==> src/rtl/sdh_pkg.sv <==
// Shared types, constants and hash helpers for the seed derivation hash block.
// No dependencies; every other file of the block takes its names from here.
`default_nettype none

package sdh_pkg;

   // Number of characters absorbed after the prefix: '_', 8 hex, '_', 16 hex.
   localparam int unsigned NUM_CHARS = 26;

   // Configuration register indexes.
   localparam logic CSR_SINGLE_SEED = 1'b0;
   localparam logic CSR_PREFIX_HASH = 1'b1;

   localparam logic [7:0]  CHAR_UNDERSCORE = 8'h5F;
   localparam logic [7:0]  CHAR_DIGIT_ZERO = 8'h30;
   localparam logic [7:0]  CHAR_LETTER_A   = 8'h61;
   localparam logic [30:0] WORD_ZERO       = 31'h0;

   // Positions of the pending result bits in the emitter.
   localparam int unsigned PEND_SHORT = 0;
   localparam int unsigned PEND_LOW   = 1;
   localparam int unsigned PEND_HIGH  = 2;
   localparam int unsigned PEND_HASH  = 3;
   localparam int unsigned PEND_ZERO  = 4;
   localparam int unsigned PEND_BITS  = 5;

   typedef struct packed {
      logic [31:0] hash;
      logic [31:0] seed_short;
      logic [63:0] seed_long;
   } stage_type;

   // Character absorbed at a given step; the step is a constant at every use.
   function automatic logic [7:0] step_char(input logic [4:0] step,
                                            input logic [31:0] s1,
                                            input logic [63:0] s2);
      logic [3:0] nib;
      logic [7:0] res;
      nib = 4'h0;
      if (step inside {[5'd1:5'd8]}) begin
         nib = 4'(s1 >> {5'd8 - step, 2'b00});
      end else if (step inside {[5'd10:5'd25]}) begin
         nib = 4'(s2 >> {5'd25 - step, 2'b00});
      end
      if (step == 5'd0 || step == 5'd9) begin
         res = CHAR_UNDERSCORE;
      end else if (nib < 4'd10) begin
         res = CHAR_DIGIT_ZERO + {4'h0, nib};
      end else begin
         res = CHAR_LETTER_A + ({4'h0, nib} - 8'd10);
      end
      return res;
   endfunction

   // One character step of the one-at-a-time hash.
   function automatic logic [31:0] absorb(input logic [31:0] h_in, input logic [7:0] c);
      logic [31:0] h;
      h = h_in + {24'h0, c};
      h = h + (h << 10);
      h = h ^ 32'($signed(h) >>> 6);
      return h;
   endfunction

endpackage

`default_nettype wire

==> src/rtl/sdh_emitter.sv <==
// Turns one finished request into its list of seeds, one result per cycle.
// Depends on sdh_pkg for the payload type and the pending-bit positions.
`default_nettype none

module sdh_emitter (
   input  wire logic               clock,
   input  wire logic               reset,
   input  wire logic               in_valid,
   input  wire sdh_pkg::stage_type in_data,
   input  wire logic               single_seed,
   output logic                    take,
   output logic                    rsp_strobe,
   output logic [31:0]             rsp_seed_value,
   output logic                    rsp_last_seed
);

   logic [sdh_pkg::PEND_BITS-1:0] pend_ff, pend_in;
   logic [30:0] word_short_ff, word_low_ff, word_high_ff;
   logic [31:0] mag_ff;
   logic        strobe_ff, strobe_in;
   logic        last_ff, last_in;
   logic [31:0] value_ff, value_in;
   logic [30:0] a_w, b_w, c_w;

   assign a_w = in_data.seed_short[30:0];
   assign b_w = in_data.seed_long[30:0];
   assign c_w = in_data.seed_long[62:32];

   // A new request is taken once only the closing zero (or nothing) is left.
   assign take = (pend_ff == '0) || (pend_ff == sdh_pkg::PEND_BITS'(1 << sdh_pkg::PEND_ZERO));

   always_comb begin
      strobe_in = |pend_ff;
      last_in   = 1'b0;
      value_in  = 32'h0;
      if (pend_ff[sdh_pkg::PEND_SHORT]) begin
         value_in = {1'b0, word_short_ff};
      end else if (pend_ff[sdh_pkg::PEND_LOW]) begin
         value_in = {1'b0, word_low_ff};
      end else if (pend_ff[sdh_pkg::PEND_HIGH]) begin
         value_in = {1'b0, word_high_ff};
      end else if (pend_ff[sdh_pkg::PEND_HASH]) begin
         value_in = mag_ff;
      end else if (pend_ff[sdh_pkg::PEND_ZERO]) begin
         last_in  = 1'b1;
      end

      pend_in = pend_ff & (pend_ff - 1'b1);
      if (take) begin
         pend_in = '0;
         if (in_valid) begin
            pend_in[sdh_pkg::PEND_ZERO]  = 1'b1;
            pend_in[sdh_pkg::PEND_HASH]  = 1'b1;
            pend_in[sdh_pkg::PEND_HIGH]  = !single_seed && (c_w != sdh_pkg::WORD_ZERO);
            pend_in[sdh_pkg::PEND_LOW]   = !single_seed && (b_w != sdh_pkg::WORD_ZERO);
            pend_in[sdh_pkg::PEND_SHORT] = !single_seed && (a_w != sdh_pkg::WORD_ZERO);
         end
      end
   end

   always_ff @(posedge clock) begin
      if (reset) begin
         pend_ff   <= '0;
         strobe_ff <= 1'b0;
      end else begin
         pend_ff   <= pend_in;
         strobe_ff <= strobe_in;
      end
   end

   always_ff @(posedge clock) begin
      last_ff  <= last_in;
      value_ff <= value_in;
      if (take) begin
         word_short_ff <= a_w;
         word_low_ff   <= b_w;
         word_high_ff  <= c_w;
         mag_ff        <= in_data.hash;
      end
   end

   assign rsp_strobe     = strobe_ff;
   assign rsp_seed_value = value_ff;
   assign rsp_last_seed  = last_ff;

endmodule

`default_nettype wire

==> config.mk <==
export PLATFORM = sky130hd
export DESIGN_NAME = sdh_emitter
export DESIGN_NICKNAME = d
export VERILOG_FILES = /design/src/rtl/sdh_pkg.sv /design/src/rtl/sdh_emitter.sv
export SDC_FILE = /design/constraint.sdc
export NUM_CORES = 1
export LEC_CHECK = 0
export BUFFER_PORTS_ARGS = -buffer_cell sky130_fd_sc_hd__buf_2
export CORE_UTILIZATION = 35
export DETAILED_ROUTE_END_ITERATION = 12
export PLACE_DENSITY_LB_ADDON = 0.12
export SETUP_SLACK_MARGIN = 0.15
export SYNTH_ARGS = -nofsm -noshare
export SYNTH_HDL_FRONTEND = slang
export SYNTH_SLANG_ARGS = --single-unit
==> constraint.sdc <==
create_clock -name clock -period 6.4 [get_ports clock]
set_clock_uncertainty 0.2 [all_clocks]
set_input_delay 1.28 -clock clock [delete_from_list [all_inputs] [get_ports clock]]
set_output_delay 1.28 -clock clock [all_outputs]
set_load 0.01 [all_outputs]
**Word level (Yosys, flattened, before mapping)**

Cells that the tools add are included.

- Bits of input ports: 132
- Register bits: 164
- Output and inout bits: 35
- Logic and storage cells: 32

- Bitwise gates (word level): 2
- Muxes and demuxes: 7
- Add/sub/neg operators: 1
- Reduce and logical (&&, ||, !) cells: 12
- Equal/unequal tests: 1

Operator list:

| operator | number |
|---|---|
| two-way mux 31 bit | 4 |
| nonzero test 31 bit | 3 |
| two-way mux 5 bit | 2 |
| OR reduction 4 bit | 2 |
| AND 5 bit | 1 |
| equality test 5 bit (second input constant) | 1 |
| logical NOT 5 bit | 1 |
| OR reduction 5 bit | 1 |
| subtractor 5 x 1 -> 5 bit (second input constant) | 1 |
| logical AND 1 bit | 3 |
| logical NOT 1 bit | 1 |
| logical OR 1 bit | 1 |
| two-way mux 1 bit | 1 |
| inverter 1 bit | 1 |

**Depth between registers and ports, before layout**

- Depth after elaboration: 4
- Gate-level depth with buffers: 5
- Mapped depth without buffers: 4

**Least setup slack after synthesis**

Ideal clock, no wire load.

- Path kind: register to output
- From: register pend_ff[2] (netlist name)
- To: output port take
- Arrival time: 4.533 ns
- Buffers on the path: 1
- Required time: 4.920 ns
- Cell stages (with the launch flop): 3
- Slack: 0.387 ns
- Path through: dfxtp_1 -> buf_6 -> nor4_4

- Longest elaborated chain between the ends: 2
- Elaborated cells on any way between the ends: 3
- Classes of those cells: 1 x eq/ne; 2 x reduce/logical

Ends and longest elaborated chain:

| element | line | source |
|---|---|---|
| from (decl) | sdh_emitter.sv:17 | `logic [sdh_pkg::PEND_BITS-1:0] pend_ff, pend_in;` |
| from (signal assigned) | sdh_emitter.sv:66 | `pend_ff <= pend_in;` |
| equality test 5 bit or logical NOT 5 bit (tied branches) | sdh_emitter.sv:30 | `assign take = (pend_ff == '0) \|\| (pend_ff == sdh_pkg::PEND_BITS'(1 << sdh_pkg::PEND_ZERO));` |
| logical OR 1 bit * | sdh_emitter.sv:30 |  |
| to (decl) | sdh_emitter.sv:11 | `output logic take,` |

Every way passes the cells marked *; elsewhere a longest branch is shown, timed or not.

**Worst setup path in the final report**

- From: register pend_ff[3] (netlist name)
- To: register mag_ff[14], enable pin

- Longest elaborated chain between the ends: 2
- Elaborated cells on any way between the ends: 3
- Classes of those cells: 1 x eq/ne; 2 x reduce/logical

Ends and longest elaborated chain:

| element | line | source |
|---|---|---|
| equality test 5 bit or logical NOT 5 bit (tied branches) | sdh_emitter.sv:30 |  |
| logical OR 1 bit * | sdh_emitter.sv:30 |  |
| to (signal assigned) | sdh_emitter.sv:78 | `mag_ff <= in_data.hash;` |
| to (decl) | sdh_emitter.sv:19 | `logic [31:0] mag_ff;` |

Marked as above.
A chain may end at the register's enable or synchronous reset.

==> summary.md <==
| Metric | Value |
|---|---|
| Final Critical Period | `2.76 ns` |
| CP top delay family | `buffers and inverters` |
| Clock slew at reported path FFs | `0.06 ns` |
| Buffers and inverters on the worst path | `2` |
| Pwr/cell area | `334 nW/um^2` |
| Number of global-route vias before repair | `3,842` |
| Global route overflow | `0` |
| Cells after Synth | `363` |
| Total wire length | `13,800 microns` |
| Worst R2R Path Depth | `3` |
| Post-synth top flop | `edfxtp_1` |
| Die H | `134 microns` |
| Most frequent cells in the layout | `buf_2 (163), edfxtp_1 (125), dfxtp_1 (36)` |
| Post-Syn Nets | `495` |
| Reg-to-Reg End | `mag_ff[14]` |
| Endpoint, Worst Hold | `rsp_seed_value[2]` |
| Arr. time, crit path | `2.60 ns` |
| Crit-path slowest cell | `buf_4` |
| NumNets Final | `662` |
| Slew HR | `0.381` |
| YS warnings | `0` |
| DRT iter0 DRCs | `233` |
| CTS Buf Count | `17` |
| Starting Density | `0.363` |
| Post-synthesis cell type count | `31` |
| Placed Cells incl. Taps | `731` |
| Boundary pin count | `167` |
| Via count | `3,676` |
| Max-slew violations | `0` |
| Antenna violations before repair | `0` |
| DRT Pass-1 Iters | `4` |
| Final HPWL DP | `9450 microns` |
| F_max | `362 MHz` |
| Setup crit start kind | `register` |
| # diodes | `0` |
| Hold Fails Final Rpt | `0` |
| Beginning of the worst hold path | `word_short_ff[2]` |
| R2R Setup Slk | `3.64 ns` |
| Async S/R FF share, synth | `0` |
| Die area | `18,000 sq um` |
| Worst vdd ir | `0.181 mV` |
| Worst-Margin Slew | `0.929 ns` |
| Clk_lat worst skew | `0.42 ns` |
| CTS Hold Bufs | `0` |
| Class of the worst hold path | `reg -> reg` |
| Synthesized area per cell | `16.8 sq um` |
| Postcts setup bufs | `0` |
| Resized cells post-CTS | `0` |
| Chip Width | `134 microns` |
| Post-DR wirelength/cell | `18.1 microns` |
| Critical R2R Launch | `pend_ff[3]` |
| Sequential element share of the synthesized area | `0.742` |
| Final TNS setup | `0 ns` |
| Leakage | `0.00292 uW` |
| #FFs+latches synth | `164` |
| Port bufs | `163` |
| Critical path required time | `6.24 ns` |
| Critical Path Most Common Cell | `buf_4` |
| RSZ-0062 raised after global routing | `false` |
| Routed Antenna Nets | `0` |
| CP Class | `reg -> reg` |
| Worst path cell trace | `nor4_4, buf_4, buf_4` |
| DRC Markers | `0` |
| Synth Cell Area | `6110 sq um` |
| Number of enable flip-flop cells after synthesis | `125` |
| Core area | `16,800 sq um` |
| Most common cell after layout, fill and taps aside | `buf_2` |
| CTS Buffer Depth | `2` |
| H-tree depth | `4` |
| Routed vias/inst | `4.82` |
| First-pass GRT wire length | `21,500 microns` |
| Worst hold path depth | `2` |
| RePlAce Congestion | `0.737` |
| Non-Filler Instances | `763` |
| Crit path largest cell delay | `0.84 ns` |
| Row count | `47` |
| CTS tree | `done` |
| Clk sinks | `164` |
| Area grow syn2layout | `25.1%` |
| Largest net degree at the start of global routing | `73` |
| Critical path origin | `pend_ff[3]` |
| Total Routing Usage GR | `0.163` |
| Root buffer cell | `clkbuf_16` |
| Final setup violation count | `0` |
| Crit-path max FO | `72` |
| Maximum capacitance violations | `0` |
| Critical path endpoint category | `register` |
| Layout cells sized above 1 | `0.464` |
| Crit share post-route | `0.431` |
| Status | `finished clean` |
==> state kept, by name, summed over array words and instances (netlist names) <==
register and flops:
word_high_ff 31, rsp_strobe 1, rsp_seed_value 32, mag_ff 32, word_short_ff 31, rsp_last_seed 1
pend_ff 5, word_low_ff 31
==> cells in the mapped netlist (all sizes together) (2+ instances only) <==
master | instances | area [sq um]
a221oi | 30 | 444
dfxtp | 39 | 781
a21oi | 5 | 25.0
o31ai | 31 | 338
buf | 14 | 118
nor2b | 31 | 201
nor3 | 3 | 15.0
inv | 2 | 7.51
nand4 | 6 | 37.5
clkbuf | 7 | 30.0
nor4 | 22 | 153
nand2 | 34 | 128
nor2 | 6 | 22.5
edfxtp | 125 | 3750
==> worst reg2reg max path, delay by kind of cell (launching register included) <==
family	cells	cell delay [ns]
buffers and inverters	2	1.49
DFF	1	0.37
and+or+nand+nor	1	0.28
==> power by group <==
group / leakage [uW] / internal [uW] / switching [uW] / total (uW)
logic: 0.00109 / 102 / 161 / 263
registers: 0.00158 / 1310 / 44.0 / 1350
clock network: 0.000252 / 532 / 404 / 936
total: 0.00292 / 1950 / 608 / 2550
==> area by class of cell <==
type,count,area [sq um]
fillers,1556,9170
flip-flops and latches,164,4540
multi-input cells,176,1420
repair buffers,169,861
clock buffers,19,433
well taps,220,275
clock inverters,13,111
inverters,2,7.51
==> metal layers <==
metal,global-route usage,wire length (microns),vias to the layer above
met5,0,0,-
met2,0.267,6810,124
met1,0.205,5880,1767
met3,0.0544,960,14
met4,0.0506,147,0
li1,-,-,1771
==> logic make-up (layout without fill, tap and decap cells) <==
logic type             after synthesis  after routing  share of synthesized area
DFF                                164            164                      0.742
buffers and inverters               23            203                     0.0254
AOI/OAI and AO/OA                   69             69                      0.135
and+or+nand+nor                    107            107                     0.0974
==> per-stage QoR <==
step / instance area, sq um / power, uW / worst slack [ns] / hold slack [ns] / util
global placement: 7100 / 1640 / 3.58 / 0.230 / 0.422
CTS: 7650 / 2590 / 3.58 / 0.251 / 0.455
global route: 7650 / 2660 / 3.39 / 0.279 / 0.455
floorplan: 6110 / 1530 / 0.387 / 0.218 / -
finish: 7650 / 2550 / 3.64 / 0.248 / 0.455
detailed placement: 7100 / 1650 / 3.58 / 0.228 / 0.422
==> how the worst max path moves through the flow <==
stage	cells past startpoint	end	slack, ns
floorplan	2	take	0.39
global placement	5	pend_ff[2]	3.58
detailed placement	3	mag_ff[8]	3.58
CTS	3	word_high_ff[12]	3.58
global route	3	mag_ff[14]	3.39
finish	3	mag_ff[14]	3.64
Note: power is estimated with default switching activity, not from simulation.
