--- config.mk ---
export PLATFORM = sky130hd
export DESIGN_NAME = sdh_absorb_stage
export DESIGN_NICKNAME = d
export VERILOG_FILES = /design/src/rtl/sdh_pkg.sv /design/src/rtl/sdh_absorb_stage.sv
export SDC_FILE = /design/constraint.sdc
export NUM_CORES = 1
export LEC_CHECK = 0
export ABC_AREA = 1
export BUFFER_PORTS_ARGS = -buffer_cell sky130_fd_sc_hd__buf_4
export CORE_MARGIN = 5
export CORE_UTILIZATION = 45
export DETAILED_ROUTE_END_ITERATION = 8
export GPL_ROUTABILITY_DRIVEN = 0
export PLACE_DENSITY = 0.75
export SYNTH_ARGS = -nofsm -noshare
export SYNTH_HDL_FRONTEND = slang
export SYNTH_SLANG_ARGS = --single-unit
--- constraint.sdc ---
create_clock -name clock -period 4.46 [get_ports clock]
set_input_delay 0.669 -clock clock [delete_from_list [all_inputs] [get_ports clock]]
set_output_delay 0.669 -clock clock [all_outputs]
set_load 0.005 [all_outputs]
--- src/rtl/sdh_pkg.sv ---
// Shared types, constants and hash helpers for the seed derivation hash block.
// No dependencies; every other file of the block takes its names from here.
`default_nettype none

package sdh_pkg;

   // Number of characters absorbed after the prefix: '_', 8 hex, '_', 16 hex.
   localparam int unsigned NUM_CHARS = 26;

   // Configuration register indexes.
   localparam logic CSR_SINGLE_SEED = 1'b0;
   localparam logic CSR_PREFIX_HASH = 1'b1;

   localparam logic [7:0]  CHAR_UNDERSCORE = 8'h5F;
   localparam logic [7:0]  CHAR_DIGIT_ZERO = 8'h30;
   localparam logic [7:0]  CHAR_LETTER_A   = 8'h61;
   localparam logic [30:0] WORD_ZERO       = 31'h0;

   // Positions of the pending result bits in the emitter.
   localparam int unsigned PEND_SHORT = 0;
   localparam int unsigned PEND_LOW   = 1;
   localparam int unsigned PEND_HIGH  = 2;
   localparam int unsigned PEND_HASH  = 3;
   localparam int unsigned PEND_ZERO  = 4;
   localparam int unsigned PEND_BITS  = 5;

   typedef struct packed {
      logic [31:0] hash;
      logic [31:0] seed_short;
      logic [63:0] seed_long;
   } stage_type;

   // Character absorbed at a given step; the step is a constant at every use.
   function automatic logic [7:0] step_char(input logic [4:0] step,
                                            input logic [31:0] s1,
                                            input logic [63:0] s2);
      logic [3:0] nib;
      logic [7:0] res;
      nib = 4'h0;
      if (step inside {[5'd1:5'd8]}) begin
         nib = 4'(s1 >> {5'd8 - step, 2'b00});
      end else if (step inside {[5'd10:5'd25]}) begin
         nib = 4'(s2 >> {5'd25 - step, 2'b00});
      end
      if (step == 5'd0 || step == 5'd9) begin
         res = CHAR_UNDERSCORE;
      end else if (nib < 4'd10) begin
         res = CHAR_DIGIT_ZERO + {4'h0, nib};
      end else begin
         res = CHAR_LETTER_A + ({4'h0, nib} - 8'd10);
      end
      return res;
   endfunction

   // One character step of the one-at-a-time hash.
   function automatic logic [31:0] absorb(input logic [31:0] h_in, input logic [7:0] c);
      logic [31:0] h;
      h = h_in + {24'h0, c};
      h = h + (h << 10);
      h = h ^ 32'($signed(h) >>> 6);
      return h;
   endfunction

endpackage

`default_nettype wire

--- src/rtl/sdh_absorb_stage.sv ---
// One pipeline stage of the hash: absorbs one character into the running state.
// Depends on sdh_pkg for the stage payload type and the absorb step.
`default_nettype none

module sdh_absorb_stage (
   input  wire logic               clock,
   input  wire logic               reset,
   input  wire logic               advance,
   input  wire logic               in_valid,
   input  wire sdh_pkg::stage_type in_data,
   input  wire logic [7:0]         in_char,
   output logic                    out_valid,
   output sdh_pkg::stage_type      out_data
);

   logic               valid_ff;
   sdh_pkg::stage_type data_ff;
   sdh_pkg::stage_type data_in;

   always_comb begin
      data_in      = in_data;
      data_in.hash = sdh_pkg::absorb(in_data.hash, in_char);
   end

   always_ff @(posedge clock) begin
      if (reset) begin
         valid_ff <= 1'b0;
      end else if (advance) begin
         valid_ff <= in_valid;
      end
   end

   always_ff @(posedge clock) begin
      if (advance) begin
         data_ff <= data_in;
      end
   end

   assign out_valid = valid_ff;
   assign out_data  = data_ff;

endmodule

`default_nettype wire

# [Word-level counts from Yosys, hierarchy flattened]
# Index checks and enable logic that the tools add are counted.
[word_totals] ff_bits=129 in_bits=140 out_inout_bits=129 wordCells=7
[classes] addsub=2 bitwise_logic=1
[ops] operator="32-bit adder" count=1
[ops] operator="32-bit by 8-bit adder with 32-bit output" count=1
[ops] operator="32-bit XOR" count=1

# [Depth between registers and ports, before layout]
# Gate-level depths: netlist of the first run.
[depth] word_depth=3 ltp_mapped=26 depth_no_buf=26

# [Least setup slack after synthesis of the first run]
# Ideal clock, no wire load.
[synth_path] path_kind="input port to flip-flop" from="input port in_data[96] in the netlist's numbering" to="register data_ff, in the netlist out_data[116] (data pin)" setup_time_ns=0.265 t_arrival_ns=3.578 t_required_ns=4.195 setup_slack_ns=0.617 stages=21 n_path_buf=0 cell_sequence="ha_1 -> fa_1 -> nand3_1 -> nand2_1 -> nand2_1 -> nand2_1 -> a21oi_2 -> inv_1 -> nand2_1 -> nand2_1 -> xor2_1 -> ha_1 -> inv_1 -> fa_1 -> nor3_1 -> nor2_1 -> o21ai_2 -> nand2_1 -> nand3_1 -> nand2_1 -> xor2_1"
[synth_rtl] element="start, declared" line_no="sdh_absorb_stage.sv:10" rtl="input wire sdh_pkg::stage_type in_data,"
[synth_rtl] element="end signal, assigned" line_no="sdh_absorb_stage.sv:35" rtl="data_ff <= data_in;"
[synth_rtl] element="end, declared" line_no="sdh_absorb_stage.sv:17" rtl="sdh_pkg::stage_type data_ff;"

==> results of run 1 <==
[layout make-up]
class / count / area [µm²] / area share
Sequential cell: 128 / 3830 / 0.398
Timing Repair Buffer: 272 / 2040 / 0.212
Clock inverter: 6 / 82.6 / 0.00856
Multi-Input combinational cell: 424 / 2700 / 0.280
Tap cell: 188 / 235 / 0.0244
Clock buffer: 26 / 489 / 0.0507
Inverter: 68 / 260 / 0.0270
[registers in the layout (all words and copies together) (netlist names)]
register	count
out_valid	1
out_data	127
[metal layers]
layer | track usage | wire length [µm] | vias up
met1 | 0.253 | 7700 | 2591
met4 | 0.0722 | 445 | 0
li1 | - | - | 2697
met2 | 0.399 | 10400 | 223
met3 | 0.0768 | 1700 | 28
met5 | 0 | 0 | -
[worst max-delay path: stages]
cell     delay, ps
buf_4          110
ha_1           220
fa_1           400
nand3_1        100
nand2_1         60
nand2_1         70
nand2_1         70
a21oi_2        160
buf_4          150
inv_1           30
nand2_1         70
nand2_1         80
xor2_1         260
ha_1           240
inv_1          100
fa_1           420
inv_1          100
nand3_1         70
nand2_1        180
a21oi_1        120
xnor2_1        400
xnor2_1        120
[kinds of logic after synthesis]
group                      after synthesis  synth area share
buffers and inverters                   69            0.0394
muxes                                    1           0.00147
DFF                                    128             0.564
AOI/OAI and AO/OA                       53            0.0467
xor gates and xnor gates                62            0.0831
adders and majority gates               31            0.0592
other                                    1          0.000551
and+or+nand+nor                        276             0.206
[through the flow]
step / power (mW) / hold WS (ps) / utilization / area (µm²)
final: 4.00 / 438 / 0.641 / 9640
after global routing: 4.20 / 412 / 0.641 / 9640
after CTS: 4.03 / 417 / 0.641 / 9640
after detailed placement: 2.72 / 513 / 0.603 / 9070
after global placement: 2.70 / 484 / 0.603 / 9070
after floorplan: 2.15 / 485 / - / 6800
[worst paths after layout]
kind                     from       endpoint  cells after the start
setup / recovery  in_data[96]  out_data[118]                     22
hold / removal          reset      out_valid                      2
setup reg to reg    out_valid      out_valid                      2
hold reg to reg     out_valid      out_valid                      2
[synthesized netlist by cell type (2+ instances only)]
cell type	number
a21o_1	2
a21oi_1	26
a21oi_2	2
edfxtp_1	127
fa_1	2
ha_1	29
inv_1	57
inv_2	10
nand2_1	134
nand2_2	13
nand2_4	6
nand3_1	40
nand3_2	2
nand3_4	7
nand3b_1	3
nand4_1	5
nor2_1	38
nor2_2	4
nor2_4	3
nor3_1	13
nor3_4	3
o21a_1	2
o21ai_0	4
o21ai_1	8
o21ai_2	4
o21bai_1	2
xnor2_1	16
xor2_1	43
xor2_2	3
[report_power, final]
group | internal (mW) | total (mW) | switching [mW]
logic | 0.505 | 1.09 | 0.583
clock network | 0.864 | 1.31 | 0.447
registers | 1.55 | 1.60 | 0.0476
==> reports/metrics.cfg, run 1 <==
[sta]
hold_violations=0
finalSetupViolCount=0
drv_slew=0
fin_skew_ps=0
fin_crit_sh=0.916
setup_tns_ps=0
worst_slew_pin_slew_ps=929
rsz0062_at_grt=no
relSlewSlack=0.381
min_period_ps=4090
setup_ws_ps=374
max_freq_mhz=245

[routing]
vias=5539
routed_wl_mm=20.2
wl_per_cell_um=18.2
via_per_inst=4.98
drc=0
dr.first_iter.drc_count=317
postRouteAntennaNets=0
dr.pass1.iters=5

[job]
cap_violations=0

[cts]
post-cts-setup-buffers=0
htree_levels=4
cts.sinks=128
clkLatencyLatePin_ps=400
post_cts_resized=0
path_clk_slew_ps=50
root_buffer=clkbuf_16
numCtsBuffers=17
max-clock-path-buffers=2
cts_tree=done
postCtsHoldBufs=0

[logic_synthesis]
syn_area_per_cell_um2=11.0
synthArstFlopShare=0
syn-num-nets=792
synth_area_leaders=edfxtp_1, nand2_1, xor2_1
synth-edff-count=127
synthCells=621
ys_seq_elements=128
synth_top_area_cell=edfxtp_1
synth.distinct_cells=42
synth_top_area_share=0.561
netlist_area_um2=6800
synth_ff_type=edfxtp_1
yosysWarnings=0
synth-seq-area-share=0.564

[floorplanning]
die_y_um=133
std_cell_rows=45
die_w_um=133
core_area_um2=15000
start_util=0.452
ios=269
die-area_um2=17700

[placed_design]
dp_hpwl_mm=16.6
dp_cells=1080
pre_cts_ws_ps=27.7
portBuffers=267

[layout]
layout_commonest_cell=buf_4
num-fill-cells=1185
drive_above_1_share=0.390
fin_nets=1082
diodes=0
final_cells=1112
mostFrequentLayoutCells=buf_4, nand2_1, edfxtp_1, inv_1, xor2_1
synthToLayoutAreaGrowth_pct=41.8

[worst_setup_path]
reg2reg_slack_ps=3840
crit_type=input pin to flip-flop
critPathLaunchType=input pin
worstPathRequired_ps=4600
crit_path_end_kind=flip-flop
cp.arrival_ps=4220
critical_path.max_fanout=3

[global_routing]
grt_max_degree=75
grt_pass1_vias=5408
grt.total_usage=0.225
antenna_found_initial=0
grt_pass1_wl_mm=30.3
grt_overflow=0

[status]
status=completed

[min_path]
min_path_type=input pin to flip-flop

[power]
ir_drop_mv=0.285
leakagePower_nw=4.38
powerDensity_nw_per_um2=415

No activity file was read; power rests on OpenSTA's default activity.
==> run 2: changes to the inputs <==
Settings changed: PLACE_DENSITY 0.75 to 0.79.
==> reports/metrics.cfg, run 2 (synthesis gave the netlist of run 1 again) <==
[power]
leakagePower_nw=4.40  ; +0.28%
netSwitchingFraction=0.278  ; +0.00858
internal_power_mw=2.88  ; -1.5%
ir_drop_mv=0.218  ; -23%
report.power.total_mw=3.99  ; -0.33%
powerDensity_nw_per_um2=413  ; -0.39%
clkPwrFrac=0.327  ; about the same
seqPwrFrac=0.401  ; about the same
combPwrFrac=0.272  ; about the same
p_sw_mw=1.11  ; +2.8%

[cts]
root_buffer=clkbuf_16
cts_tree=done
htree_levels=4  ; unchanged
path_clk_slew_ps=50  ; about the same
cts.sinks=128  ; unchanged
numCtsBuffers=17  ; unchanged
post-cts-setup-buffers=0  ; unchanged
post_cts_resized=0  ; unchanged
max-clock-path-buffers=2  ; unchanged
clkLatencyLatePin_ps=410  ; about the same
postCtsHoldBufs=0  ; unchanged

[layout]
fin_nets=1083  ; +0.092%
diodes=0  ; unchanged
mostFrequentLayoutCells=buf_4, nand2_1, edfxtp_1, inv_1, xor2_1
final_cells=1113  ; +0.090%
drive_above_1_share=0.395  ; +0.00498
final_area_um2=9650  ; about the same
layout_commonest_cell=buf_4
largest_register_ff_count=127  ; unchanged
synthToLayoutAreaGrowth_pct=41.9  ; about the same

[routing]
dr.pass1.iters=5  ; unchanged
wl_per_cell_um=17.5  ; -3.4%
via_per_inst=4.88  ; -1.9%
routed_wl_mm=19.5  ; -3.3%
dr.first_iter.drc_count=409  ; +29%
postRouteAntennaNets=0  ; unchanged
vias=5437  ; -1.8%
drc=0  ; unchanged

[floorplanning]
ios=269  ; unchanged
core_area_um2=15000  ; unchanged
die_y_um=133  ; unchanged
die-area_um2=17700  ; unchanged
die_w_um=133  ; unchanged
start_util=0.452  ; unchanged
std_cell_rows=45  ; unchanged

[global_routing]
grt_pass1_vias=5349  ; -1.1%
grt_max_degree=65  ; -13%
grt_overflow=0  ; unchanged
antenna_found_initial=0  ; unchanged
grt.total_usage=0.219  ; -0.00571
grt_pass1_wl_mm=29.5  ; -2.6%

[worst_setup_path]
worstPathRequired_ps=4590  ; about the same
critical_path.max_fanout=4  ; +1
cp.arrival_ps=4190  ; -30 ps
crit_path_end_kind=flip-flop
crit_type=input pin to flip-flop
critPathLaunchType=input pin

[placed_design]
dp_hpwl_mm=16.1  ; -2.8%
portBuffers=267  ; unchanged
dp_cells=1081  ; +0.093%
place_area_um2=9080  ; about the same

[status]
status=completed

[job]
cap_violations=0  ; unchanged

[sta]
drv_slew=0  ; unchanged
fin_skew_ps=0  ; unchanged
worst_slew_pin_slew_ps=784  ; -145 ps
fin_hold_ws_ps=415  ; -22.2 ps
setup_tns_ps=0  ; unchanged
rsz0062_at_grt=no
finalSetupViolCount=0  ; unchanged
max_freq_mhz=247  ; +0.79%
hold_violations=0  ; unchanged
min_period_ps=4050  ; -32.1 ps
relSlewSlack=0.477  ; +0.0965
fin_crit_sh=0.909  ; -0.00721

[min_path]
min_path_type=input pin to flip-flop

[run 2: through the flow]
step	worst slack (ps)	utilization
after floorplan	617	-
after global placement	52.7	0.604
after detailed placement	-6.49	0.604
after CTS	433	0.642
after global routing	112	0.642
final	406	0.642
[run 2: worst max-delay path, stage by stage]
cell	delay (ps)
buf_4	110
ha_1	220
fa_1	400
nand3_1	100
nand2_1	60
nand2_1	70
nand2_1	70
a21oi_2	240
inv_1	60
nand2_1	80
nand2_1	80
xor2_1	250
ha_1	240
inv_1	100
fa_1	420
nor3_1	200
nor2_1	100
o21ai_2	160
xor2_1	400
xor2_1	140
[run 2: area by class of cell]
| cell class | instances | area [µm²] |
|---|---|---|
| clock buffer | 17 | 425 |
| clock inverter | 15 | 145 |
| fill | 1161 | 5380 |
| inverter | 68 | 260 |
| multi-input combinational | 424 | 2700 |
| sequential | 128 | 3830 |
| tap | 188 | 235 |
| timing repair buffer | 273 | 2050 |
[run 2: power groups by stage]
stage | sequential (mW) | combinational (mW) | clock, mW
global route | 1.62 | 1.19 | 1.38
global placement | 1.62 | 1.07 | 0
CTS | 1.60 | 1.09 | 1.34
floorplan | 1.64 | 0.509 | 0
finish | 1.60 | 1.08 | 1.31
detailed placement | 1.62 | 1.09 | 0
[run 2: final timing paths]
path / startpoint / to / slack, ps / depth (start not counted)
max: in_data[96] / out_data[114] / 410 / 20
min: reset / out_valid / 420 / 2
max reg2reg: out_valid / out_valid / 3860 / 2
min reg2reg: out_valid / out_valid / 530 / 2
[run 2: layer usage]
layer | vias up | global-route usage | part of all wire | wire length (µm)
met2 | 214 | 0.396 | 0.52 | 10200
met4 | 0 | 0.0774 | 0.021 | 417
met3 | 32 | 0.0852 | 0.096 | 1880
met5 | - | 0 | 0 | 0
met1 | 2488 | 0.231 | 0.36 | 7060
li1 | 2703 | - | - | -
