**config.mk**
```make
export PLATFORM = sky130hd
export DESIGN_NAME = sdh_finish
export DESIGN_NICKNAME = d
export VERILOG_FILES = /design/src/rtl/sdh_pkg.sv /design/src/rtl/sdh_finish.sv
export SDC_FILE = /design/constraint.sdc
export NUM_CORES = 1
export LEC_CHECK = 0
export ABC_AREA = 1
export BUFFER_PORTS_ARGS = -buffer_cell sky130_fd_sc_hd__buf_2
export CORE_ASPECT_RATIO = 1.4
export CORE_MARGIN = 4
export CORE_UTILIZATION = 61
export DETAILED_ROUTE_END_ITERATION = 6
export PLACE_DENSITY = 0.85
export SLEW_MARGIN = 20
export SYNTH_ARGS = -nofsm -noshare
export SYNTH_HDL_FRONTEND = slang
export SYNTH_SLANG_ARGS = --single-unit
```
**constraint.sdc**
```tcl
create_clock -name clock -period 5.51 [get_ports clock]
set_clock_uncertainty 0.05 [all_clocks]
set_input_delay 0.2755 -clock clock [delete_from_list [all_inputs] [get_ports clock]]
set_output_delay 0.2755 -clock clock [all_outputs]
set_load 0.02 [all_outputs]
```
**src/rtl/sdh_pkg.sv**
```systemverilog
// Shared types, constants and hash helpers for the seed derivation hash block.
// No dependencies; every other file of the block takes its names from here.
`default_nettype none

package sdh_pkg;

   // Number of characters absorbed after the prefix: '_', 8 hex, '_', 16 hex.
   localparam int unsigned NUM_CHARS = 26;

   // Configuration register indexes.
   localparam logic CSR_SINGLE_SEED = 1'b0;
   localparam logic CSR_PREFIX_HASH = 1'b1;

   localparam logic [7:0]  CHAR_UNDERSCORE = 8'h5F;
   localparam logic [7:0]  CHAR_DIGIT_ZERO = 8'h30;
   localparam logic [7:0]  CHAR_LETTER_A   = 8'h61;
   localparam logic [30:0] WORD_ZERO       = 31'h0;

   // Positions of the pending result bits in the emitter.
   localparam int unsigned PEND_SHORT = 0;
   localparam int unsigned PEND_LOW   = 1;
   localparam int unsigned PEND_HIGH  = 2;
   localparam int unsigned PEND_HASH  = 3;
   localparam int unsigned PEND_ZERO  = 4;
   localparam int unsigned PEND_BITS  = 5;

   typedef struct packed {
      logic [31:0] hash;
      logic [31:0] seed_short;
      logic [63:0] seed_long;
   } stage_type;

   // Character absorbed at a given step; the step is a constant at every use.
   function automatic logic [7:0] step_char(input logic [4:0] step,
                                            input logic [31:0] s1,
                                            input logic [63:0] s2);
      logic [3:0] nib;
      logic [7:0] res;
      nib = 4'h0;
      if (step inside {[5'd1:5'd8]}) begin
         nib = 4'(s1 >> {5'd8 - step, 2'b00});
      end else if (step inside {[5'd10:5'd25]}) begin
         nib = 4'(s2 >> {5'd25 - step, 2'b00});
      end
      if (step == 5'd0 || step == 5'd9) begin
         res = CHAR_UNDERSCORE;
      end else if (nib < 4'd10) begin
         res = CHAR_DIGIT_ZERO + {4'h0, nib};
      end else begin
         res = CHAR_LETTER_A + ({4'h0, nib} - 8'd10);
      end
      return res;
   endfunction

   // One character step of the one-at-a-time hash.
   function automatic logic [31:0] absorb(input logic [31:0] h_in, input logic [7:0] c);
      logic [31:0] h;
      h = h_in + {24'h0, c};
      h = h + (h << 10);
      h = h ^ 32'($signed(h) >>> 6);
      return h;
   endfunction

endpackage

`default_nettype wire

```
**src/rtl/sdh_finish.sv**
```systemverilog
// Final mixing of the hash over three stages, ending with the absolute value.
// Depends on sdh_pkg for the stage payload type.
`default_nettype none

module sdh_finish (
   input  wire logic               clock,
   input  wire logic               reset,
   input  wire logic               advance,
   input  wire logic               in_valid,
   input  wire sdh_pkg::stage_type in_data,
   output logic                    out_valid,
   output sdh_pkg::stage_type      out_data
);

   logic [2:0]         valid_ff;
   sdh_pkg::stage_type mix_a_ff, mix_b_ff, mag_ff;
   sdh_pkg::stage_type mix_a_in, mix_b_in, mag_in;
   logic [31:0]        t;

   always_comb begin
      t             = in_data.hash + (in_data.hash << 3);
      mix_a_in      = in_data;
      mix_a_in.hash = t ^ 32'($signed(t) >>> 11);
      mix_b_in      = mix_a_ff;
      mix_b_in.hash = mix_a_ff.hash + (mix_a_ff.hash << 15);
      // The magnitude of the most negative value wraps to 0x80000000 as wanted.
      mag_in        = mix_b_ff;
      mag_in.hash   = mix_b_ff.hash[31] ? (32'h0 - mix_b_ff.hash) : mix_b_ff.hash;
   end

   always_ff @(posedge clock) begin
      if (reset) begin
         valid_ff <= 3'b000;
      end else if (advance) begin
         valid_ff <= {valid_ff[1:0], in_valid};
      end
   end

   always_ff @(posedge clock) begin
      if (advance) begin
         mix_a_ff <= mix_a_in;
         mix_b_ff <= mix_b_in;
         mag_ff   <= mag_in;
      end
   end

   assign out_valid = valid_ff[2];
   assign out_data  = mag_ff;

endmodule

`default_nettype wire

```
-- Yosys cells after proc, flatten, opt, wreduce, memory -nomap -nowiden
Index checks and enable logic that the tools add are counted.
W data, S select, Z words.
- memories kept: 0
- latch bits: 0
- memory bits (writable): 0
- register bits: 387
- output and inout bits: 129
- word-level logic and storage cells: 16
- bits in read-only memories: 0
- equal/unequal tests: 0
- shift-type cells: 0
- muxes and demuxes: 1
- bitwise operators: 1
- reduce and logical (&&, ||, !) cells: 0
- divide/modulo/power cells: 0
- add/subtract/negate cells: 3
- $mul: 0
- $lt $le $gt $ge: 0
- operators with widths (cell ; count):
    $add A32 B32 Y32 ; 2
    $sub A1 B32 Y32 const A ; 1
    $xor A32 B32 Y32 ; 1
    $mux W31 ; 1

-- Longest topological paths before layout
Gate-level depths: netlist of run 1.
- depth in word-level cells: 2
- depth in mapped cells: 15

-- Least setup slack after synthesis of run 1
Ideal clock, no wire load.
- path kind: input -> register
- from: input in_data[96] (netlist bit)
- to: register mix_a_ff[119] (netlist bit), data pin
- setup time: 252 ps
- arrival: 1751 ps
- buffers on the path: 1
- slack: 3457 ps
- stages on the path: 15
- path through: ha_1 -> fa_1 -> nand2_1 -> nand2_1 -> nand3_1 -> nand2_2 -> nand2_2 -> nand2_2 -> nand2_2 -> nand2_2 -> nand2_1 -> nand2_2 -> buf_6 -> nand2_1 -> nand2_1
- RTL lines (item ; RTL line ; RTL):
    start, declared ; sdh_finish.sv:10 ; input wire sdh_pkg::stage_type in_data,
    end signal, assigned ; sdh_finish.sv:41 ; mix_a_ff <= mix_a_in;
    end, declared ; sdh_finish.sv:16 ; sdh_pkg::stage_type mix_a_ff, mix_b_ff, mag_ff;

==> impl_metrics.ini, run 1 <==
[run_status]
status = complete, no violations

[setup_path]
arrival_ns = 2.71
required_ns = 5.69
crit_chain = ha_1, a21oi_1, o21ai_0, a21oi_1, inv_1, nand2_1, nand2_1, nand2_1, nand2_1, nand2_1, nand2_1
critical-path-slowest-cell = a21oi_1
cp_max_fo = 4
rr_startpoint = mix_a_ff[98]$_DFFE_PP_
cpMostUsedCell = nand2_1
critPathKind = reg2reg
critPathCaptureType = register
cp-startpoint = mix_a_ff[98]$_DFFE_PP_
slowest_delay_ns = 0.45
start_kind = register

[grt]
grt_pass1_wl_um = 61500
track_usage_pct = 28.3
grt_pass1_vias = 10977
grt-ovfl-total = 0
antenna_found_initial = 0
grt_start_max_net_pins = 157

[floorplanning]
ios = 261
initial_core_util_pct = 62.3
die_w_um = 144
dieArea_mm2 = 0.0287
chipHeight_um = 199
rows = 69
core_mm2 = 0.0255

[synthesis]
syn-num-nets = 1423
yosys_warnings = 0
synth_area_per_cell_um2 = 12.7
synthFlopType = edfxtp_1
synthCells = 1244
synth_seq_area_share_pct = 72.9
synth_seq_cells = 386
synth_edf_count = 383
ys_types = 33
async_reset_ff_share_pct = 0
netlist_area_mm2 = 0.0159

[power_and_ir_drop]
powerDensity_mw_per_mm2 = 394
clkPwrFrac_pct = 29.6
irDropWorstVdd_uv = 250
combPwrFrac_pct = 19.4
p_seq_share_pct = 51.0
power_uw = 7730
switching_share_pct = 29.4
switchingPower_uw = 2270
p_leak_uw = 0.00850
p_int_uw = 5450

[timing]
tightest_slew_ns = 0.862
post-route-min-period_ns = 2.53
finalSetupTns_ns = 0
slew_headroom_pct = 42.5
rsz0062_at_grt = false
setup_viol = 0
whs_ns = 0.0579
hold_viol = 0
slew_violations = 0
max_freq_mhz = 395
fin_ws_ns = 2.98
period_share_pct = 45.9

[clocking]
path_clk_slew_ns = 0.07
cts.htree.levels = 2
cts_max_path_buffers = 3
cts_setup_buffers = 0
worstSkewPairLatency_ns = 0.50
cts.sinks = 386
cts_tree = yes
cts_root_buf = clkbuf_16
cts_made_buffers = 34

[drt]
drtIter0Drc = 1242
route.detailed.drc = 0
vias = 10947
first_pass_iters = 6
wl_um = 41000
wire_per_inst_um = 20.7
maxUsedRoutingLayer = met4
wl_met3_um = 3280
ant_nets = 0
wl_met1_um = 13500
avgViaCountPerCell = 5.53
routed-wl-met2_um = 22100

[cells_and_area]
layout-area-overhead-vs-synth_pct = 23.5
diodes = 0
mostFrequentLayoutCells = 383 x edfxtp_1, 361 x nand2_1, 259 x buf_2
final_common_cell = edfxtp_1
nNetsFinal = 1814
final_layout_size_suffix_gt1_share_pct = 20.0

[worst_hold_path]
hold_path_class = in2reg
min_from = in_data[98]

[place]
dp_hpwl_um = 23900
port_buffers = 260
post-place-ws_ns = 3.08
globalplace.congestion = 0.983

[flow_run]
drv_cap = 0
==> power groups by stage <==
stage | Sequential [uW] | Clock (uW) | Combinational [uW]
6_report | 3940 | 2280 | 1500
5_1_grt | 3960 | 2420 | 1630
4_1_cts | 3910 | 2250 | 1430
3_5_place_dp | 3960 | 0 | 1350
3_3_place_gp | 3930 | 0 | 1310
2_1_floorplan | 4040 | 0 | 760
==> routing by layer <==
layer / vias up / global-route usage (%)
li1: 5030 / -
met1: 5081 / 31.7
met2: 694 / 53.6
met3: 142 / 3.42
met4: 0 / 12.0
met5: - / 0
==> area by class of cell <==
cell class	instances	area, um2
flip-flops and latches	386	11600
fillers	1363	5880
multi-input cells	710	3720
repair buffers	360	2330
clock buffers	40	905
inverters	143	537
well taps	319	399
clock inverters	20	128
==> Yosys cell counts (3+ instances only) <==
library cell	number	share of area [%]
nor2_2	4	0.16
nand3_1	56	1.8
o31ai_1	3	0.14
nand2_2	12	0.47
nand2_1	361	8.5
ha_1	45	3.6
edfxtp_1	383	73
xor2_1	49	2.7
clkbuf_1	3	0.071
xnor2_1	11	0.61
and2_1	5	0.20
nor3_1	7	0.22
inv_1	142	3.4
dfxtp_1	3	0.38
nand4_1	19	0.75
nor2_1	67	1.6
nand3b_1	4	0.19
a31oi_1	3	0.12
o21ai_0	12	0.38
a21oi_1	37	1.2
==> final timing paths <==
check | end | slack, ns | cells after the start
hold / removal | mix_a_ff[98]$_DFFE_PP_ | 0.06 | 2
hold reg to reg | out_data[81]$_DFFE_PP_ | 0.36 | 0
setup / recovery | mix_b_ff[122]$_DFFE_PP_ | 2.98 | 11
setup reg to reg | mix_b_ff[122]$_DFFE_PP_ | 2.98 | 11
==> kinds of logic (layout without fill, tap and decap cells) <==
logic type               count (synthesis)  count (layout)  synth area share, %
buffers and inverters                  148             563                 3.60
AO/OA/AOI/OAI                           62              62                 2.15
AND/OR/NAND/NOR                        541             541                 14.2
flip-flops                             386             386                 72.9
XOR/XNOR                                60              60                 3.31
adder cells (fa/ha/maj)                 47              47                 3.80
==> registers in the layout, summed over array words and instances (netlist names) <==
register	flops
out_data	128
mix_a_ff	127
mag_in	96
mix_b_ff	32
valid_ff	3
==> through the flow <==
step	area, um2	instances	utilization, %
6_report	19600	1978	76.9
2_1_floorplan	15900	1244	-
5_1_grt	19600	1978	76.9
4_1_cts	19600	1978	76.9
3_5_place_dp	17600	1820	69.0
3_3_place_gp	17600	1820	69.0
==> repair_timing <==
item / 4_1_cts / 5_1_grt
hold buffers: 98 / 0
endpoints found under the hold margin: 99 / 0
resized for setup: 0 / 0
==> critical path: cells and delay by family (launching register included) <==
family / cells / cell delay [ns]
AO/OA/AOI/OAI: 3 / 0.77
adder cells (fa/ha/maj): 1 / 0.39
buffers and inverters: 1 / 0.15
flip-flops: 1 / 0.42
AND/OR/NAND/NOR: 6 / 0.48
Note: power is estimated with default switching activity, not from simulation.
==> inputs of run 2 (changes only) <==
--- a/config.mk
+++ b/config.mk
@@ -9,9 +9,9 @@
 export BUFFER_PORTS_ARGS = -buffer_cell sky130_fd_sc_hd__buf_2
 export CORE_ASPECT_RATIO = 1.4
 export CORE_MARGIN = 4
-export CORE_UTILIZATION = 61
+export CORE_UTILIZATION = 56
 export DETAILED_ROUTE_END_ITERATION = 6
-export PLACE_DENSITY = 0.85
+export PLACE_DENSITY = 0.79
 export SLEW_MARGIN = 20
 export SYNTH_ARGS = -nofsm -noshare
 export SYNTH_HDL_FRONTEND = slang
==> constraint.sdc (replaced) <==
create_clock -name clock -period 2.6 [get_ports clock]
set_clock_uncertainty 0.05 [all_clocks]
set_input_delay 0.13 -clock clock [delete_from_list [all_inputs] [get_ports clock]]
set_output_delay 0.13 -clock clock [all_outputs]
set_load 0.02 [all_outputs]
==> run 2 against run 1 <==
Effect of this change:
- critical path depth grew 3
- first-iteration DRC count shrank 37%
- count of clock-buffer cells in the layout shrank 8
- die area grew 8.5%
- hold slack lost 0.021 ns
- register-to-register slack lost 2.7 ns
- global-route usage shrank 4.5 points
- via count shrank 4.6%
- setup slack lost 2.7 ns
- critical path type is now in2reg
- largest cell class unchanged
==> impl_metrics.ini, run 2 (synthesis gave the netlist of run 1 again) <==
[timing]
tightest_slew_ns = 0.700
post-route-min-period_ns = 2.36
rsz0062_at_grt = false
hold_viol = 0
max_freq_mhz = 424
slew_violations = 0
period_share_pct = 90.8
finalSetupTns_ns = 0
slew_headroom_pct = 53.3
setup_viol = 0

[worst_hold_path]
whs_path_depth = 1
min_to = mag_in[26]$_DFFE_PP_
min_from = advance
hold_path_class = in2reg

[cells_and_area]
nNetsFinal = 1826
layout-area-overhead-vs-synth_pct = 25.0
largest_reg_flops = 128
diodes = 0
fill_cells = 1816
final_layout_size_suffix_gt1_share_pct = 20.8
utilization_pct = 71.5
final_common_cell = edfxtp_1
mostFrequentLayoutCells = 383 x edfxtp_1, 361 x nand2_1, 259 x buf_2

[clocking]
worstSkewPairLatency_ns = 0.56
cts.sinks = 386
cts_root_buf = clkbuf_16
path_clk_slew_ns = 0.07
cts_setup_buffers = 0
cts_max_path_buffers = 3
cts_tree = yes
cts.htree.levels = 1
cts_made_buffers = 30

[power_and_ir_drop]
clkPwrFrac_pct = 29.0
p_leak_uw = 0.00857
combPwrFrac_pct = 19.6
powerDensity_mw_per_mm2 = 809
switchingPower_uw = 4570
p_seq_share_pct = 51.4
irDropWorstVdd_uv = 586
switching_share_pct = 28.4
p_int_uw = 11500

[grt]
grt_start_max_net_pins = 84
grt_pass1_vias = 10697
antenna_found_initial = 0
grt_pass1_wl_um = 57500
grt-ovfl-total = 0
track_usage_pct = 23.8

[setup_path]
critical-path-slowest-cell = dlygate4sd3_1
cp_max_fo = 4
reg2reg_slack_ns = 0.32
cpMostUsedCell = nand2_1
required_ns = 2.85
crit_chain = dlygate4sd3_1, buf_2, ha_1, fa_1, nand2_1, nand2_1, nand3b_1, nand2_1, nand2_1, nand2_1, xor2_1, inv_1, nand2_1, nand2_1
slowest_delay_ns = 0.56
rr_startpoint = mix_a_ff[111]$_DFFE_PP_
arrival_ns = 2.61
critPathKind = in2reg
critPathCaptureType = register
timing.rr.end = mix_b_ff[125]$_DFFE_PP_
start_kind = primary input
reg2reg_depth = 13

[drt]
first_pass_iters = 5
wl_um = 36500
avgViaCountPerCell = 5.12
wire_per_inst_um = 17.9
vias = 10444
route.detailed.drc = 0
ant_nets = 0
drtIter0Drc = 783

[floorplanning]
rows = 72
dieArea_mm2 = 0.0311
core_mm2 = 0.0277
chipHeight_um = 207
ios = 261
die_w_um = 150
initial_core_util_pct = 57.1

[place]
port_buffers = 260
dp_hpwl_um = 24300
globalplace.congestion = 0.972

[run_status]
status = complete, no violations

[flow_run]
drv_cap = 0
run 2: changes by cell type in the layout (fill, tap and decap cells not counted), moves of 2 or more:
cell,change
buf_4,+7
buf_12,+5
clkinv_1,-5
clkbuf_16,-4
clkinv_4,+4
clkinvlp_4,+4
dlygate4sd3_1,+4
clkbuf_1,-3
clkinv_2,-3
bufinv_16,+2
inv_6,+2
run 2: area by class of cell:
| class | count | area (um2) | share of cell area, % |
|---|---|---|---|
| clock buffer | 32 | 779 | 3.93 |
| clock inverter | 24 | 236 | 1.19 |
| inverter | 143 | 537 | 2.71 |
| multi-input combinational | 710 | 3720 | 18.8 |
| sequential | 386 | 11600 | 58.3 |
| tap | 370 | 463 | 2.33 |
| timing repair buffer | 376 | 2520 | 12.7 |
run 2: how the worst max path moves through the flow:
stage	cells after the start	slack, ns	from	endpoint
6_report	14	0.24	in_data[96]	mix_a_ff[113]$_DFFE_PP_
5_1_grt	14	0.08	in_data[96]	mix_a_ff[113]$_DFFE_PP_
4_1_cts	14	0.26	in_data[96]	mix_a_ff[113]$_DFFE_PP_
3_5_place_dp	13	0.27	in_data[96]	mix_a_ff[113]$_DFFE_PP_
3_3_place_gp	13	0.24	in_data[96]	mix_a_ff[113]$_DFFE_PP_
2_1_floorplan	13	0.61	mix_a_ff[96]$_DFFE_PP_	mix_b_ff[125]$_DFFE_PP_
run 2: worst max-delay path: cells and delay by family:
| family | cells | cell delay, ns |
|---|---|---|
| buffers and inverters | 3 | 0.78 |
| XOR/XNOR | 1 | 0.41 |
| AND/OR/NAND/NOR | 8 | 0.67 |
| adder cells (fa/ha/maj) | 2 | 0.62 |
run 2: through the flow:
step	power (uW)	worst slack, ns	hold WS [ns]	cells	area [um2]
floorplan	10200	0.614	0.149	1244	15900
global placement	11200	0.239	0.257	1883	17800
CTS	16000	0.264	0.0500	2041	19800
detailed placement	11300	0.267	0.258	1883	17800
global route	16800	0.0796	0.0522	2041	19800
finish	16000	0.240	0.0368	2041	19800
run 2: power groups by stage:
| stage | logic [uW] | registers, uW | clock network, uW |
|---|---|---|---|
| global placement | 2890 | 8290 | 0 |
| CTS | 3110 | 8230 | 4690 |
| global route | 3500 | 8310 | 5030 |
| floorplan | 1610 | 8560 | 0 |
| detailed placement | 2950 | 8340 | 0 |
| finish | 3140 | 8250 | 4660 |
run 2: what timing repair did:
| item | 4_1_cts | 5_1_grt |
|---|---|---|
| gates resized for setup | 0 | 0 |
| endpoints found under the hold margin | 103 | 0 |
| hold buffers | 102 | 0 |
run 2: routing by layer:
metal | vias to the layer above | track usage, % | part of all wire (%)
li1 | 5059 | - | -
met1 | 4904 | 26.3 | 35
met2 | 395 | 46.0 | 56
met3 | 86 | 2.91 | 5.8
met4 | 0 | 8.11 | 3.6
met5 | - | 0 | 0
